<file path="config.mk">
export PLATFORM = sky130hd
export DESIGN_NAME = day_number_to_gregorian_date
export DESIGN_NICKNAME = d
export VERILOG_FILES = /design/src/rtl/dng_pkg.sv /design/src/rtl/day_number_to_gregorian_date.sv /design/src/rtl/dng_sub.sv /design/src/rtl/dng_fsm.sv
export SDC_FILE = /design/constraint.sdc
export NUM_CORES = 1
export LEC_CHECK = 0
export BUFFER_PORTS_ARGS = -buffer_cell sky130_fd_sc_hd__buf_4
export CORE_MARGIN = 1
export CORE_UTILIZATION = 27
export CTS_CLUSTER_DIAMETER = 60
export DETAILED_ROUTE_END_ITERATION = 8
export MAX_ROUTING_LAYER = met4
export PLACE_DENSITY = 0.46
export SLEW_MARGIN = 20
export SYNTH_ARGS = -nofsm -noshare
export SYNTH_HDL_FRONTEND = slang
export SYNTH_SLANG_ARGS = --single-unit
</file>
<file path="constraint.sdc">
create_clock -name i_clk -period 8.2 [get_ports i_clk]
set_clock_uncertainty 0.15 [all_clocks]
set_input_delay 1.64 -clock i_clk [delete_from_list [all_inputs] [get_ports i_clk]]
set_output_delay 1.64 -clock i_clk [all_outputs]
set_load 0.01 [all_outputs]
</file>
<file path="src/rtl/dng_pkg.sv">
`timescale 1ns / 1ps

package dng_pkg;

    // Datapath widths
    localparam int DAY_W  = 32;
    localparam int DAYS_W = 33;
    localparam int ALU_W  = 19;
    localparam int LOW_W  = 15;
    localparam int CYC_W  = 15;
    localparam int YRS_W  = 7;
    localparam int YEAR_W = 24;
    localparam int DOY_W  = 9;
    localparam int CNT_W  = 4;

    // Calendar constants
    localparam logic [ALU_W-1:0]  CYCLE400_DAYS  = 19'd146097;
    localparam logic [ALU_W-1:0]  QDAYS_PER_YEAR = 19'd1461;
    localparam logic [DAYS_W-1:0] EPOCH_OFFSET   = 33'd36524;
    localparam logic [YEAR_W-1:0] BASE_YEAR      = 24'd1501;
    localparam logic [YEAR_W-1:0] CENT_YEARS     = 24'd100;
    localparam logic [YEAR_W-1:0] CYCLE_YEARS    = 24'd400;
    localparam logic [YRS_W-1:0]  LAST_CENT_YRS  = 7'd99;
    localparam logic [DOY_W-1:0]  FEB_END_BIASED = 9'd59;
    localparam logic [3:0]        LAST_MONTH     = 4'd12;

    // Division step counts (quotient bits of each pass)
    localparam logic [CNT_W-1:0] CYC_STEPS  = 4'd15;
    localparam logic [CNT_W-1:0] CENT_STEPS = 4'd2;
    localparam logic [CNT_W-1:0] YEAR_STEPS = 4'd7;

    typedef enum logic [3:0] {
        S_IDLE,
        S_DIV_CYC,
        S_LD_CENT,
        S_DIV_CENT,
        S_LD_YEAR,
        S_DIV_YEAR,
        S_CALC,
        S_CHECK,
        S_MONTH,
        S_DONE
    } t_state;

    typedef enum logic [1:0] {
        DSEL_CYCLE,
        DSEL_YEAR,
        DSEL_MONTH
    } t_dsel;

    typedef struct packed {
        logic  load;
        logic  div_step;
        logic  ld_cent;
        logic  ld_year;
        logic  calc;
        logic  check;
        logic  month_step;
        logic  done;
        t_dsel dsel;
    } t_ctrl;

    typedef struct packed {
        logic month_hit;
        logic over;
    } t_stat;

    // Month lengths with February biased to 29 days; index 0 is January
    function automatic logic [4:0] month_len(input logic [3:0] idx);
        logic [4:0] len;
        unique case (idx)
            4'd1:    len = 5'd29;
            4'd3:    len = 5'd30;
            4'd5:    len = 5'd30;
            4'd8:    len = 5'd30;
            4'd10:   len = 5'd30;
            default: len = 5'd31;
        endcase
        return len;
    endfunction

endpackage

</file>
<file path="src/rtl/day_number_to_gregorian_date.sv">
`timescale 1ns / 1ps
// Each word runs the division passes, year assembly and range check, then walks the
// months from January; a range error skips the walk and clears the date fields.
// A new word is accepted only while idle; the shared subtractor runs 24 restoring
// division steps and up to 12 month steps one at a time. Results are never stalled.
// Reset: i_rst_n is synchronous, active low, and returns the sequencer to idle.
module day_number_to_gregorian_date import dng_pkg::*; (
    input  logic             i_clk,
    input  logic             i_rst_n,
    input  logic             start,
    output logic             busy,
    input  logic [DAY_W-1:0] i_day_count,
    output logic             o_valid,
    output logic [15:0]      o_year,
    output logic [3:0]       o_month,
    output logic [4:0]       o_day_of_month,
    output logic             o_range_error
);

    t_ctrl w_ctrl;
    t_stat w_stat;

    logic [ALU_W-1:0]  r_rem;
    logic [LOW_W-1:0]  r_low;
    logic [CYC_W-1:0]  r_quo;
    logic [CYC_W-1:0]  r_cyc;
    logic [1:0]        r_cent;
    logic [YEAR_W-1:0] r_year;
    logic [DOY_W-1:0]  r_doy;
    logic [3:0]        r_mon;
    logic              r_leap;
    logic              r_err;

    logic [ALU_W-1:0]  w_a, w_b, w_diff;
    logic              w_ge;
    logic [DAYS_W-1:0] w_days;
    logic [17:0]       w_qy;
    logic [7:0]        w_yrs_p1;
    logic              w_leap;
    logic [4:0]        w_mlen;

    dng_fsm u_fsm (
        .i_clk   (i_clk),
        .i_rst_n (i_rst_n),
        .i_start (start),
        .i_stat  (w_stat),
        .o_ctrl  (w_ctrl),
        .o_busy  (busy)
    );

    // Select operands for the shared subtractor
    assign w_mlen = month_len(r_mon - 4'd1);
    always_comb begin
        w_a = {r_rem[ALU_W-2:0], r_low[LOW_W-1]};
        unique case (w_ctrl.dsel)
            DSEL_CYCLE: w_b = CYCLE400_DAYS;
            DSEL_YEAR:  w_b = QDAYS_PER_YEAR;
            DSEL_MONTH: begin
                w_a = ALU_W'(r_doy);
                w_b = ALU_W'(w_mlen);
            end
            default:    w_b = CYCLE400_DAYS;
        endcase
    end

    dng_sub u_sub (
        .i_a    (w_a),
        .i_b    (w_b),
        .o_diff (w_diff),
        .o_ge   (w_ge)
    );

    // Derived values for load, reload and year assembly
    assign w_days   = DAYS_W'(i_day_count) + EPOCH_OFFSET;
    assign w_qy     = r_rem[17:0] | 18'd3;
    assign w_yrs_p1 = {1'b0, r_quo[YRS_W-1:0]} + 8'd1;
    assign w_leap   = (w_yrs_p1[1:0] == 2'd0) &&
                      ((r_quo[YRS_W-1:0] != LAST_CENT_YRS) || (r_cent == 2'd0));

    // Report to the sequencer
    assign w_stat.month_hit = !w_ge || (w_diff == '0) || (r_mon == LAST_MONTH);
    assign w_stat.over      = |r_year[YEAR_W-1:16];

    // Datapath registers
    always_ff @(posedge i_clk) begin
        if (w_ctrl.load) begin
            r_rem <= ALU_W'(w_days[DAYS_W-1:LOW_W]);
            r_low <= w_days[LOW_W-1:0];
            r_quo <= '0;
        end else if (w_ctrl.div_step) begin
            // One restoring division step: keep difference when it fits
            r_rem <= w_ge ? w_diff : w_a;
            r_quo <= {r_quo[CYC_W-2:0], w_ge};
            r_low <= {r_low[LOW_W-2:0], 1'b0};
        end else if (w_ctrl.ld_cent) begin
            // Quarter days: remainder times four, so two zero bits follow
            r_cyc <= r_quo;
            r_low <= '0;
            r_quo <= '0;
        end else if (w_ctrl.ld_year) begin
            r_cent <= r_quo[1:0];
            r_rem  <= ALU_W'(w_qy[17:YRS_W]);
            r_low  <= {w_qy[YRS_W-1:0], 8'd0};
            r_quo  <= '0;
        end else if (w_ctrl.calc) begin
            r_year <= BASE_YEAR + YEAR_W'(r_quo[YRS_W-1:0])
                      + YEAR_W'(r_cent) * CENT_YEARS + YEAR_W'(r_cyc) * CYCLE_YEARS;
            r_doy  <= DOY_W'(r_rem[10:2]) + 9'd1;
            r_leap <= w_leap;
        end else if (w_ctrl.check) begin
            if (w_stat.over) begin
                r_err  <= 1'b1;
                r_year <= '0;
                r_mon  <= '0;
                r_doy  <= '0;
            end else begin
                r_err <= 1'b0;
                r_mon <= 4'd1;
                // Skip the table's February 29 in common years
                if (!r_leap && (r_doy > FEB_END_BIASED)) r_doy <= r_doy + 9'd1;
            end
        end else if (w_ctrl.month_step) begin
            if (!w_stat.month_hit) begin
                r_doy <= w_diff[DOY_W-1:0];
                r_mon <= r_mon + 4'd1;
            end
        end
    end

    // Drive the result word
    assign o_valid        = w_ctrl.done;
    assign o_year         = r_year[15:0];
    assign o_month        = r_mon;
    assign o_day_of_month = r_doy[4:0];
    assign o_range_error  = r_err;

endmodule

</file>
<file path="src/rtl/dng_sub.sv">
`timescale 1ns / 1ps

module dng_sub import dng_pkg::*; (
    input  logic [ALU_W-1:0] i_a,
    input  logic [ALU_W-1:0] i_b,
    output logic [ALU_W-1:0] o_diff,
    output logic             o_ge
);

    logic [ALU_W:0] w_full;

    // Subtract with borrow out; no borrow means a >= b
    assign w_full = {1'b0, i_a} - {1'b0, i_b};
    assign o_diff = w_full[ALU_W-1:0];
    assign o_ge   = ~w_full[ALU_W];

endmodule

</file>
<file path="src/rtl/dng_fsm.sv">
`timescale 1ns / 1ps

module dng_fsm import dng_pkg::*; (
    input  logic  i_clk,
    input  logic  i_rst_n,
    input  logic  i_start,
    input  t_stat i_stat,
    output t_ctrl o_ctrl,
    output logic  o_busy
);

    t_state           r_state, n_state;
    logic [CNT_W-1:0] r_cnt, n_cnt;

    // Hold state and step counter
    always_ff @(posedge i_clk) begin
        if (!i_rst_n) begin
            r_state <= S_IDLE;
            r_cnt   <= '0;
        end else begin
            r_state <= n_state;
            r_cnt   <= n_cnt;
        end
    end

    // Next state and step count
    always_comb begin
        n_state = r_state;
        n_cnt   = r_cnt;
        unique case (r_state)
            S_IDLE: begin
                if (i_start) begin
                    n_state = S_DIV_CYC;
                    n_cnt   = CYC_STEPS - 4'd1;
                end
            end
            S_DIV_CYC: begin
                if (r_cnt == '0) n_state = S_LD_CENT;
                else n_cnt = r_cnt - 4'd1;
            end
            S_LD_CENT: begin
                n_state = S_DIV_CENT;
                n_cnt   = CENT_STEPS - 4'd1;
            end
            S_DIV_CENT: begin
                if (r_cnt == '0) n_state = S_LD_YEAR;
                else n_cnt = r_cnt - 4'd1;
            end
            S_LD_YEAR: begin
                n_state = S_DIV_YEAR;
                n_cnt   = YEAR_STEPS - 4'd1;
            end
            S_DIV_YEAR: begin
                if (r_cnt == '0) n_state = S_CALC;
                else n_cnt = r_cnt - 4'd1;
            end
            S_CALC:  n_state = S_CHECK;
            S_CHECK: n_state = i_stat.over ? S_DONE : S_MONTH;
            S_MONTH: begin
                if (i_stat.month_hit) n_state = S_DONE;
            end
            S_DONE:  n_state = S_IDLE;
            default: n_state = S_IDLE;
        endcase
    end

    // Decode controls from state
    always_comb begin
        o_ctrl = '{load: 1'b0, div_step: 1'b0, ld_cent: 1'b0, ld_year: 1'b0,
                   calc: 1'b0, check: 1'b0, month_step: 1'b0, done: 1'b0,
                   dsel: DSEL_CYCLE};
        o_busy = 1'b1;
        unique case (r_state)
            S_IDLE: begin
                o_busy      = 1'b0;
                o_ctrl.load = i_start;
            end
            S_DIV_CYC:  o_ctrl.div_step = 1'b1;
            S_LD_CENT:  o_ctrl.ld_cent  = 1'b1;
            S_DIV_CENT: o_ctrl.div_step = 1'b1;
            S_LD_YEAR:  o_ctrl.ld_year  = 1'b1;
            S_DIV_YEAR: begin
                o_ctrl.div_step = 1'b1;
                o_ctrl.dsel     = DSEL_YEAR;
            end
            S_CALC:  o_ctrl.calc  = 1'b1;
            S_CHECK: o_ctrl.check = 1'b1;
            S_MONTH: begin
                o_ctrl.month_step = 1'b1;
                o_ctrl.dsel       = DSEL_MONTH;
            end
            S_DONE:  o_ctrl.done = 1'b1;
            default: o_busy = 1'b1;
        endcase
    end

endmodule

</file>
==> results.sh, run 1 <==
export IMPL_status="completed"
export IMPL_r2r_end="r_doy[7]"
export IMPL_required_ns=8.08
export IMPL_ctsRootBufferMaster="clkbuf_16"
export IMPL_final_cell_count_no_fill=1541
export IMPL_rr_startpoint="u_fsm.r_state[0]"
export IMPL_io_pins=63
export IMPL_crit_type="reg -> reg"
export IMPL_totalWireLength_um=24200
export IMPL_synth_nets=1202
export IMPL_cts_sinks=112
export IMPL_hold_path_end="r_cyc[2]"
export IMPL_p_leak_nw=4.23
export IMPL_post_cts_buffers=0
export IMPL_synth_area_mm2=0.00950
export IMPL_cap_violations=0
export IMPL_layout_commonest_cell="inv_1"
export IMPL_slew_headroom_pct=31.1
export IMPL_die_w_um=190
export IMPL_p_comb_share_pct=58.8
export IMPL_initial_utilization_pct=27.5
export IMPL_cp_start_kind="register"
export IMPL_syn_area_per_cell_um2=8.99
export IMPL_synth_cell_type_count=75
export IMPL_dp_hpwl_um=19400
export IMPL_slowest_stage="dfxtp_1"
export IMPL_path_max_fanout=23
export IMPL_area_growth_pct=11.8
export IMPL_crit_top_cell="inv_1"
export IMPL_intPower_w=0.00181
export IMPL_fp_dieH_um=190
export IMPL_tightest_slew_ns=1.03
export IMPL_dp_cells=1525
export IMPL_cts_buffers=9
export IMPL_antenna_found_initial=0
export IMPL_fin_nets=1227
export IMPL_yosys_area_share_adder_pct=15.7
export IMPL_finalSetupViolCount=0
export IMPL_hold_violations=0
export IMPL_grt_pass1_vias=7230
export IMPL_core_area_mm2=0.0345
export IMPL_clk_latency_ns=0.36
export IMPL_drt_first_pass_iters=5
export IMPL_globalplace_congestion=0.901
export IMPL_grt_max_degree=38
export IMPL_reg2reg_depth=20
export IMPL_rrSetupSlack_ns=2.23
export IMPL_most_common_layout_cells="inv_1 (104), ha_1 (97), edfxtp_1 (89), nand2_1 (80), nor2_1 (80)"
export IMPL_crit_family="compound AO/OA/AOI/OAI gates"
export IMPL_rsz0062_at_grt="false"
export IMPL_min_from="r_quo[2]"
export IMPL_drcViolationCount=0
export IMPL_muxShareOfSynthArea_pct=1.65
export IMPL_ys_flop_type="edfxtp_1"
export IMPL_synth_cells=1056
export IMPL_h_tree_depth=3
export IMPL_grt_ovfl_total=0
export IMPL_end_kind="register"
export IMPL_switching_share_pct=45.8
export IMPL_cts_buffer_depth=2
export IMPL_yosys_warnings=0
export IMPL_synthXorXnorAreaFrac_pct=8.02
export IMPL_synth_top_family_by_area="compound AO/OA/AOI/OAI gates"
export IMPL_synth_compound_area_share_pct=17.6
export IMPL_ant_nets=0
export IMPL_worstSetupStartpoint="u_fsm.r_state[0]"
export IMPL_clockPowerShare_pct=14.1
export IMPL_power_frac_seq_pct=27.1
export IMPL_vias_per_cell=4.89
export IMPL_irDropWorstVdd_v=0.000122
export IMPL_synth_enable_flop_cells=89
export IMPL_drv_slew=0
export IMPL_via_count=7529
export IMPL_tns_ns=0
export IMPL_rows=68
export IMPL_drive_gt1_share_pct=10.0
export IMPL_die_area_mm2=0.0359
export IMPL_yosysSeqAreaShare_pct=33.0
export IMPL_cts_tree="done"
export IMPL_cp_cell_sequence="nor3_1 > nand2_1 > inv_1 > ha_1 > inv_1 > a21oi_1 > o21ai_0 > nand3_1 > ha_1 > inv_1 > fa_1 > a21o_1 > a2111oi_4 > o31ai_2 > a211o_1 > a221oi_1 > nand4_1 > a2111oi_2 > or2_1 > o21ai_1"
export IMPL_drt_iter0_drc=460
export IMPL_ctsHoldBuffers=0
export IMPL_power_per_cell_area_mw_per_mm2=315
export IMPL_max_freq_ghz=0.168
export IMPL_switching_power_w=0.00153
export IMPL_post_drt_wl_per_cell_um=15.7
export IMPL_hold_path_class="reg -> reg"
export IMPL_placement_io_buffers=62
export IMPL_grt_pass1_wl_um=39200
export IMPL_cp_slowest_stage_delay_ns=0.54
export IMPL_crit_arrival_ns=5.84
export IMPL_track_usage_pct=14.2
export IMPL_fin_crit_ns=5.97
export IMPL_clkTransAtPathRegs_ns=0.09
export IMPL_hold_ws_ns=0.293
export IMPL_ys_ff_latch=112
export IMPL_timing_final_crit_share_pct=72.7
export IMPL_synthArstFlopShare_pct=0
export IMPL_n_antenna_cell=0
export IMPL_crit_buf_inv=3
export IMPL_fin_util_pct=30.7
export IMPL_worstHoldPathCells=0
export IMPL_synth_simple_area_share_pct=16.8
export IMPL_ctsResizeCount=0
[through the flow]
stage / setup slack (ns) / total power, W / instance area [um2]
5_1_grt: 1.74 / 0.00364 / 10600
4_1_cts: 2.25 / 0.00337 / 10600
3_3_place_gp: 2.42 / 0.00290 / 10300
6_report: 2.23 / 0.00334 / 10600
3_5_place_dp: 2.28 / 0.00288 / 10300
2_1_floorplan: 2.88 / 0.00237 / 9500
[routing by layer]
layer  GRT usage [%]  vias up  wire length (um)
met1            19.4     3550             11900
li1                -     3811                 -
met2            22.2      147             11100
met3            1.90       21               853
met5               -        -                 0
met4            2.95        0               307
[synthesized netlist by cell type (3+ instances only)]
master    number  share of area [%]
inv_1        104                4.1
ha_1          97                 13
edfxtp_1      89                 28
nand2_1       80                3.2
nor2_1        80                3.2
a21oi_1       55                2.9
o21ai_0       53                2.8
xnor2_1       50                4.6
nor3_1        41                2.2
xor2_1        37                3.4
nand3_1       33                1.7
clkbuf_1      26                1.0
dfxtp_1       23                4.8
buf_4         21                1.7
nor2b_1       19                1.3
and2_1        16                1.1
and3_1        14               0.92
fa_1          14                3.0
o22ai_1       14               0.92
a21o_1        12               0.95
nand4_1       11               0.72
a22o_1        10               0.92
a22oi_1       10               0.79
a211oi_1       9               0.71
nand2b_1       9               0.59
o211ai_1       9               0.71
o21a_1         9               0.71
nor4_1         8               0.53
o21ai_1        8               0.42
mux2_2         7               0.83
a311oi_1       6               0.55
or3_1          6               0.40
a221o_1        5               0.53
buf_2          4               0.21
mux2i_1        4               0.42
o221ai_1       4               0.37
o31ai_1        4               0.32
a21boi_0       3               0.24
a31oi_1        3               0.20
o21bai_1       3               0.24
o31a_1         3               0.28
[how the worst max path moves through the flow]
stage / end / slack, ns / cells after the start
2_1_floorplan: r_doy[0] / 2.88 / 21
4_1_cts: r_doy[8] / 2.25 / 20
3_5_place_dp: r_doy[0] / 2.28 / 20
5_1_grt: r_doy[5] / 1.74 / 20
6_report: r_doy[7] / 2.23 / 20
3_3_place_gp: r_doy[0] / 2.42 / 20
[cell families after synthesis]
logic type               count (synthesis)
AND/OR/NAND/NOR                        331
AO/OA/AOI/OAI                          244
buffers and inverters                  158
flip-flops                             112
adder cells (fa/ha/maj)                111
XOR/XNOR                                87
multiplexers                            13
[state kept, by name (all words and copies together) (netlist names)]
register       flops
r_year            24
r_rem             18
r_cyc             15
r_low             15
r_quo             15
r_doy              9
o_month            4
u_fsm.r_cnt        4
u_fsm.r_state      4
r_cent             2
o_range_error      1
r_leap             1
[final cells by class]
type,instances,area (um2)
clock inverter,6,86.3
timing repair buffer,68,510
fill,3667,23900
clock buffer,10,229
multi-input combinational,786,5700
sequential,112,3130
inverter,104,390
tap,455,569
[power by group through the flow]
stage	sequential, W	combinational (W)	clock [W]
final	0.000905	0.00197	0.000471
after global routing	0.000923	0.00222	0.000505
after CTS	0.000906	0.00198	0.000486
after detailed placement	0.000918	0.00196	0
after global placement	0.000919	0.00198	0
after floorplan	0.000853	0.00152	0
No activity file was read; power rests on OpenSTA's default activity.
==> run 2: changes to the inputs <==
--- a/config.mk
+++ b/config.mk
@@ -11,7 +11,7 @@
 export CTS_CLUSTER_DIAMETER = 60
 export DETAILED_ROUTE_END_ITERATION = 8
 export MAX_ROUTING_LAYER = met4
-export PLACE_DENSITY = 0.46
+export PLACE_DENSITY = 0.47
 export SLEW_MARGIN = 20
 export SYNTH_ARGS = -nofsm -noshare
 export SYNTH_HDL_FRONTEND = slang
==> constraint.sdc (replaced) <==
create_clock -name i_clk -period 5.26 [get_ports i_clk]
set_clock_uncertainty 0.15 [all_clocks]
set_input_delay 1.052 -clock i_clk [delete_from_list [all_inputs] [get_ports i_clk]]
set_output_delay 1.052 -clock i_clk [all_outputs]
set_load 0.01 [all_outputs]
==> results.sh, run 2 (synthesized netlist as in run 1, its figures left out) <==
export IMPL_fin_nets=1243
export IMPL_drt_iter0_drc=350
export IMPL_n_antenna_cell=0
export IMPL_multiInputGateArea_mm2=0.00570
export IMPL_dp_hpwl_um=19500
export IMPL_path_max_fanout=27
export IMPL_min_from="r_quo[3]"
export IMPL_cp_start_kind="register"
export IMPL_rsz0062_at_grt="true"
export IMPL_hold_violations=0
export IMPL_max_freq_ghz=0.205
export IMPL_post_drt_wl_per_cell_um=15.5
export IMPL_worstHoldPathCells=0
export IMPL_drv_slew=0
export IMPL_power_per_cell_area_mw_per_mm2=490
export IMPL_ant_nets=0
export IMPL_cts_tree="done"
export IMPL_clkTransAtPathRegs_ns=0.09
export IMPL_grt_pass1_wl_um=39000
export IMPL_cts_sinks=112
export IMPL_crit_arrival_ns=4.82
export IMPL_ctsRootBufferMaster="clkbuf_16"
export IMPL_via_count=7593
export IMPL_drt_first_pass_iters=5
export IMPL_fin_crit_ns=4.89
export IMPL_reg_largest_list="r_year (24), r_rem (18)"
export IMPL_tightest_slew_ns=1.06
export IMPL_totalWireLength_um=24200
export IMPL_r2r_end="r_rem[15]"
export IMPL_antenna_found_initial=0
export IMPL_track_usage_pct=14.0
export IMPL_reg2reg_depth=17
export IMPL_grt_pass1_vias=7296
export IMPL_timing_final_ws_setup_ns=0.371
export IMPL_grt_max_degree=31
export IMPL_fp_dieH_um=190
export IMPL_globalplace_congestion=0.924
export IMPL_die_area_mm2=0.0359
export IMPL_crit_type="reg -> reg"
export IMPL_grt_ovfl_total=0
export IMPL_hold_path_end="r_cyc[3]"
export IMPL_core_area_mm2=0.0345
export IMPL_irDropWorstVdd_v=0.000245
export IMPL_status="completed"
export IMPL_final_cell_area_mm2=0.0107
export IMPL_io_pins=63
export IMPL_h_tree_depth=3
export IMPL_tns_ns=0
export IMPL_end_kind="register"
export IMPL_p_leak_nw=4.30
export IMPL_timing_final_crit_share_pct=92.9
export IMPL_most_common_layout_cells="inv_1 (104), ha_1 (96), edfxtp_1 (89), buf_4 (84)"
export IMPL_vias_per_cell=4.88
export IMPL_largest_reg_flops=24
export IMPL_nFillCells=3692
export IMPL_rrSetupSlack_ns=0.37
export IMPL_clk_latency_ns=0.37
export IMPL_hold_path_class="reg -> reg"
export IMPL_finalSetupViolCount=0
export IMPL_layout_commonest_cell="inv_1"
export IMPL_post_place_ws_ns=0.139
export IMPL_ff_latch_area_mm2=0.00313
export IMPL_area_growth_pct=13.0
export IMPL_initial_utilization_pct=27.5
export IMPL_cts_buffers=9
export IMPL_cap_violations=0
export IMPL_drive_gt1_share_pct=11.5
export IMPL_rows=68
export IMPL_required_ns=5.19
export IMPL_drcViolationCount=0
export IMPL_die_w_um=190
export IMPL_placement_io_buffers=62
export IMPL_cts_buffer_depth=2
export IMPL_rr_startpoint="u_fsm.r_state[2]"
export IMPL_slew_headroom_pct=29.1
export IMPL_post_dp_cell_area_mm2=0.0104
export IMPL_largest_register="r_year"
-- run 2: cell count changes in the layout (fill, tap and decap cells not counted), sizes merged --
cell    previous run  this run
inv              106       109
clkinv             3         2
bufinv             1         0
buf               68        84
clkbuf            10         9
-- run 2: metrics by stage --
| step | utilization [%] | total power [W] | std cells | hold WS (ns) |
|---|---|---|---|---|
| after floorplan | - | 0.00369 | 1056 | 0.258 |
| after global placement | 30.1 | 0.00457 | 1537 | 0.264 |
| after detailed placement | 30.1 | 0.00456 | 1537 | 0.265 |
| after CTS | 30.9 | 0.00529 | 1553 | 0.280 |
| after global routing | 31.1 | 0.00572 | 1557 | 0.294 |
| final | 31.1 | 0.00526 | 1557 | 0.278 |
-- run 2: worst max path at each step --
| stage | startpoint | end | slack (ns) | cells after the start |
|---|---|---|---|---|
| final | u_fsm.r_state[2] | r_rem[15] | 0.37 | 17 |
| after global routing | u_fsm.r_state[2] | r_doy[8] | -0.006 | 21 |
| after CTS | u_fsm.r_state[2] | r_doy[8] | 0.13 | 17 |
| after detailed placement | u_fsm.r_state[2] | r_doy[1] | 0.14 | 17 |
| after global placement | u_fsm.r_state[2] | r_doy[1] | 0.24 | 17 |
| after floorplan | u_fsm.r_state[0] | r_doy[0] | 0.03 | 21 |
-- run 2: what timing repair did --
item | CTS | global route
hold buffers | 0 | 0
gates resized for setup | 0 | 2
buffers inserted | 0 | 4
setup endpoints to repair | 0 | 14
-- run 2: worst max-delay path: stages (launching register included) --
cell      delay [ns]
dfxtp_1         0.39
nor3_1          0.19
nand2_1         0.13
inv_1           0.10
ha_2            0.24
buf_4           0.34
mux2_2          0.40
ha_1            0.37
a21oi_1         0.19
o21ai_0         0.16
buf_4           0.19
nor3_1          0.24
a21oi_1         0.18
a311oi_4        0.61
buf_4           0.30
nor3_1          0.07
nor3_1          0.22
o22ai_1         0.12
-- run 2: cell type report --
cell class                 count  share of cell area [%]
multi-input combinational    786                    53.1
sequential                   112                    29.2
timing repair buffer          84                    5.88
tap                          455                    5.31
inverter                     104                    3.64
clock buffer                   9                    2.10
clock inverter                 7                   0.735
-- run 2: power by group --
group | internal, W | switching (W)
Sequential | 0.00123 | 0.000166
Combinational | 0.00126 | 0.00190
Clock | 0.000342 | 0.000362
-- run 2: routing by layer --
metal  track usage [%]  vias to the layer above  part of all wire (%)
met4              3.07                        0                   1.3
met2              22.5                      143                    46
met3              1.83                       19                   3.0
met1              18.8                     3588                    50
met5                 -                        -                     0
li1                  -                     3843                     -
==> run 3: changes to the inputs <==
--- a/config.mk
+++ b/config.mk
@@ -11,8 +11,9 @@
 export CTS_CLUSTER_DIAMETER = 60
 export DETAILED_ROUTE_END_ITERATION = 8
 export MAX_ROUTING_LAYER = met4
-export PLACE_DENSITY = 0.47
+export PLACE_DENSITY = 0.54
 export SLEW_MARGIN = 20
 export SYNTH_ARGS = -nofsm -noshare
 export SYNTH_HDL_FRONTEND = slang
 export SYNTH_SLANG_ARGS = --single-unit
+export TNS_END_PERCENT = 10
==> results.sh, run 3 (synthesized netlist as in run 1, its figures left out) <==
export IMPL_status="completed"
export IMPL_timing_final_ws_setup_ns=0.340
export IMPL_r2r_end="r_doy[1]"
export IMPL_cts_buffers=9
export IMPL_irDropWorstVdd_v=0.000206
export IMPL_ant_nets=0
export IMPL_rr_startpoint="u_fsm.r_state[2]"
export IMPL_rows=68
export IMPL_largest_register="r_year"
export IMPL_die_area_mm2=0.0359
export IMPL_post_drt_wl_per_cell_um=15.3
export IMPL_largest_reg_flops=24
export IMPL_grt_pass1_wl_um=38800
export IMPL_hold_path_end="r_cyc[2]"
export IMPL_hold_path_class="reg -> reg"
export IMPL_path_max_fanout=9
export IMPL_core_area_mm2=0.0345
export IMPL_cts_sinks=112
export IMPL_cap_violations=0
export IMPL_fin_nets=1241
export IMPL_grt_ovfl_total=0
export IMPL_power_per_cell_area_mw_per_mm2=489
export IMPL_min_from="r_quo[2]"
export IMPL_layout_commonest_cell="inv_1"
export IMPL_clk_latency_ns=0.37
export IMPL_hold_violations=0
export IMPL_initial_utilization_pct=27.5
export IMPL_p_leak_nw=4.29
export IMPL_vias_per_cell=4.91
export IMPL_worstHoldPathCells=0
export IMPL_cts_tree="done"
export IMPL_clkTransAtPathRegs_ns=0.09
export IMPL_io_pins=63
export IMPL_fp_dieH_um=190
export IMPL_globalplace_congestion=0.874
export IMPL_grt_pass1_vias=7381
export IMPL_reg2reg_depth=16
export IMPL_cp_start_kind="register"
export IMPL_timing_final_crit_share_pct=93.5
export IMPL_end_kind="register"
export IMPL_ctsRootBufferMaster="clkbuf_16"
export IMPL_max_freq_ghz=0.203
export IMPL_finalSetupViolCount=0
export IMPL_drt_iter0_drc=417
export IMPL_cp_cell_sequence="nor2b_1 > nand2_1 > ha_1 > buf_4 > mux2_2 > fa_1 > a21o_1 > a2111oi_4 > o31ai_2 > a211o_1 > a221oi_1 > nand4_1 > a2111oi_4 > buf_4 > or2_1 > o21ai_2"
export IMPL_fin_crit_ns=4.92
export IMPL_post_place_ws_ns=0.153
export IMPL_crit_type="reg -> reg"
export IMPL_cts_buffer_depth=2
export IMPL_grt_max_degree=39
export IMPL_track_usage_pct=13.9
export IMPL_antenna_found_initial=0
export IMPL_drt_first_pass_iters=5
export IMPL_area_growth_pct=12.9
export IMPL_drcViolationCount=0
export IMPL_placement_io_buffers=62
export IMPL_dp_cells=1537
export IMPL_required_ns=5.19
export IMPL_drv_slew=0
export IMPL_die_w_um=190
export IMPL_drive_gt1_share_pct=11.3
export IMPL_nFillCells=3711
export IMPL_totalWireLength_um=23900
export IMPL_h_tree_depth=3
export IMPL_rrSetupSlack_ns=0.34
export IMPL_ctsHoldBuffers=0
export IMPL_via_count=7628
export IMPL_cp_slowest_stage_delay_ns=0.50
export IMPL_slowest_stage="dfxtp_1"
export IMPL_n_antenna_cell=0
export IMPL_dp_hpwl_um=19000
export IMPL_crit_arrival_ns=4.85
export IMPL_most_common_layout_cells="inv_1 (104), ha_1 (97), edfxtp_1 (89), buf_4 (82)"
export IMPL_reg_largest_list="r_year (24), r_rem (18)"
export IMPL_final_cell_count_no_fill=1555
export IMPL_tightest_slew_ns=1.02
export IMPL_rsz0062_at_grt="true"
export IMPL_slew_headroom_pct=31.8
## run 3: cell count changes in the layout (fill, tap and decap cells not counted), sizes merged
cell,before,now
buf,84,82
clkinv,2,4
inv,109,107
## run 3: timing repair
action | 4_1_cts | 5_1_grt
setup buffers | 0 | 2
gates resized for setup | 0 | 3
endpoints found under the setup margin | 0 | 13
## run 3: cell type report
class	count	area (um2)	share of cell area [%]
Inverter	104	390	3.64
Tap cell	455	569	5.31
Clock inverter	7	76.3	0.712
Timing Repair Buffer	82	616	5.74
Clock buffer	9	225	2.10
Multi-Input combinational cell	786	5710	53.3
Sequential cell	112	3130	29.2
## run 3: worst max path at each step
| stage | startpoint | end | slack, ns | cells past startpoint |
|---|---|---|---|---|
| floorplan | u_fsm.r_state[0] | r_doy[0] | 0.03 | 21 |
| global placement | u_fsm.r_state[2] | r_doy[0] | 0.24 | 21 |
| detailed placement | o_month[0] | r_doy[0] | 0.15 | 20 |
| CTS | o_month[0] | r_doy[5] | 0.12 | 20 |
| global route | u_fsm.r_state[2] | r_doy[3] | -0.09 | 21 |
| finish | u_fsm.r_state[2] | r_doy[1] | 0.34 | 16 |
## run 3: where the power goes
| group | total [W] | leakage (nW) | switching (W) | internal [W] |
|---|---|---|---|---|
| Clock | 0.000701 | 0.147 | 0.000363 | 0.000338 |
| Combinational | 0.00315 | 3.17 | 0.00189 | 0.00126 |
| Sequential | 0.00139 | 0.979 | 0.000167 | 0.00123 |
## run 3: per-layer routing
metal	routed length [um]	track usage, %
met1	11400	18.1
met2	11100	22.6
met3	875	1.97
met4	433	3.29
met5	0	-
## run 3: worst max-delay path, delay by kind of cell, from the launching register on
kind	cells	cell delay, ns
AOI/OAI and AO/OA	7	1.88
adders and majority gates	2	0.75
buffers and inverters	2	0.34
DFF	1	0.50
muxes	1	0.31
and+or+nand+nor	4	0.72
## run 3: through the flow
stage	TNS (ns)	util [%]	area, um2	hold slack, ns	power (W)
final	0	31.0	10700	0.284	0.00525
after global routing	-1.05	31.0	10700	0.298	0.00571
after CTS	0	30.9	10700	0.287	0.00525
after detailed placement	0	30.1	10400	0.265	0.00453
after floorplan	0	-	9500	0.258	0.00369
after global placement	0	30.1	10400	0.264	0.00454
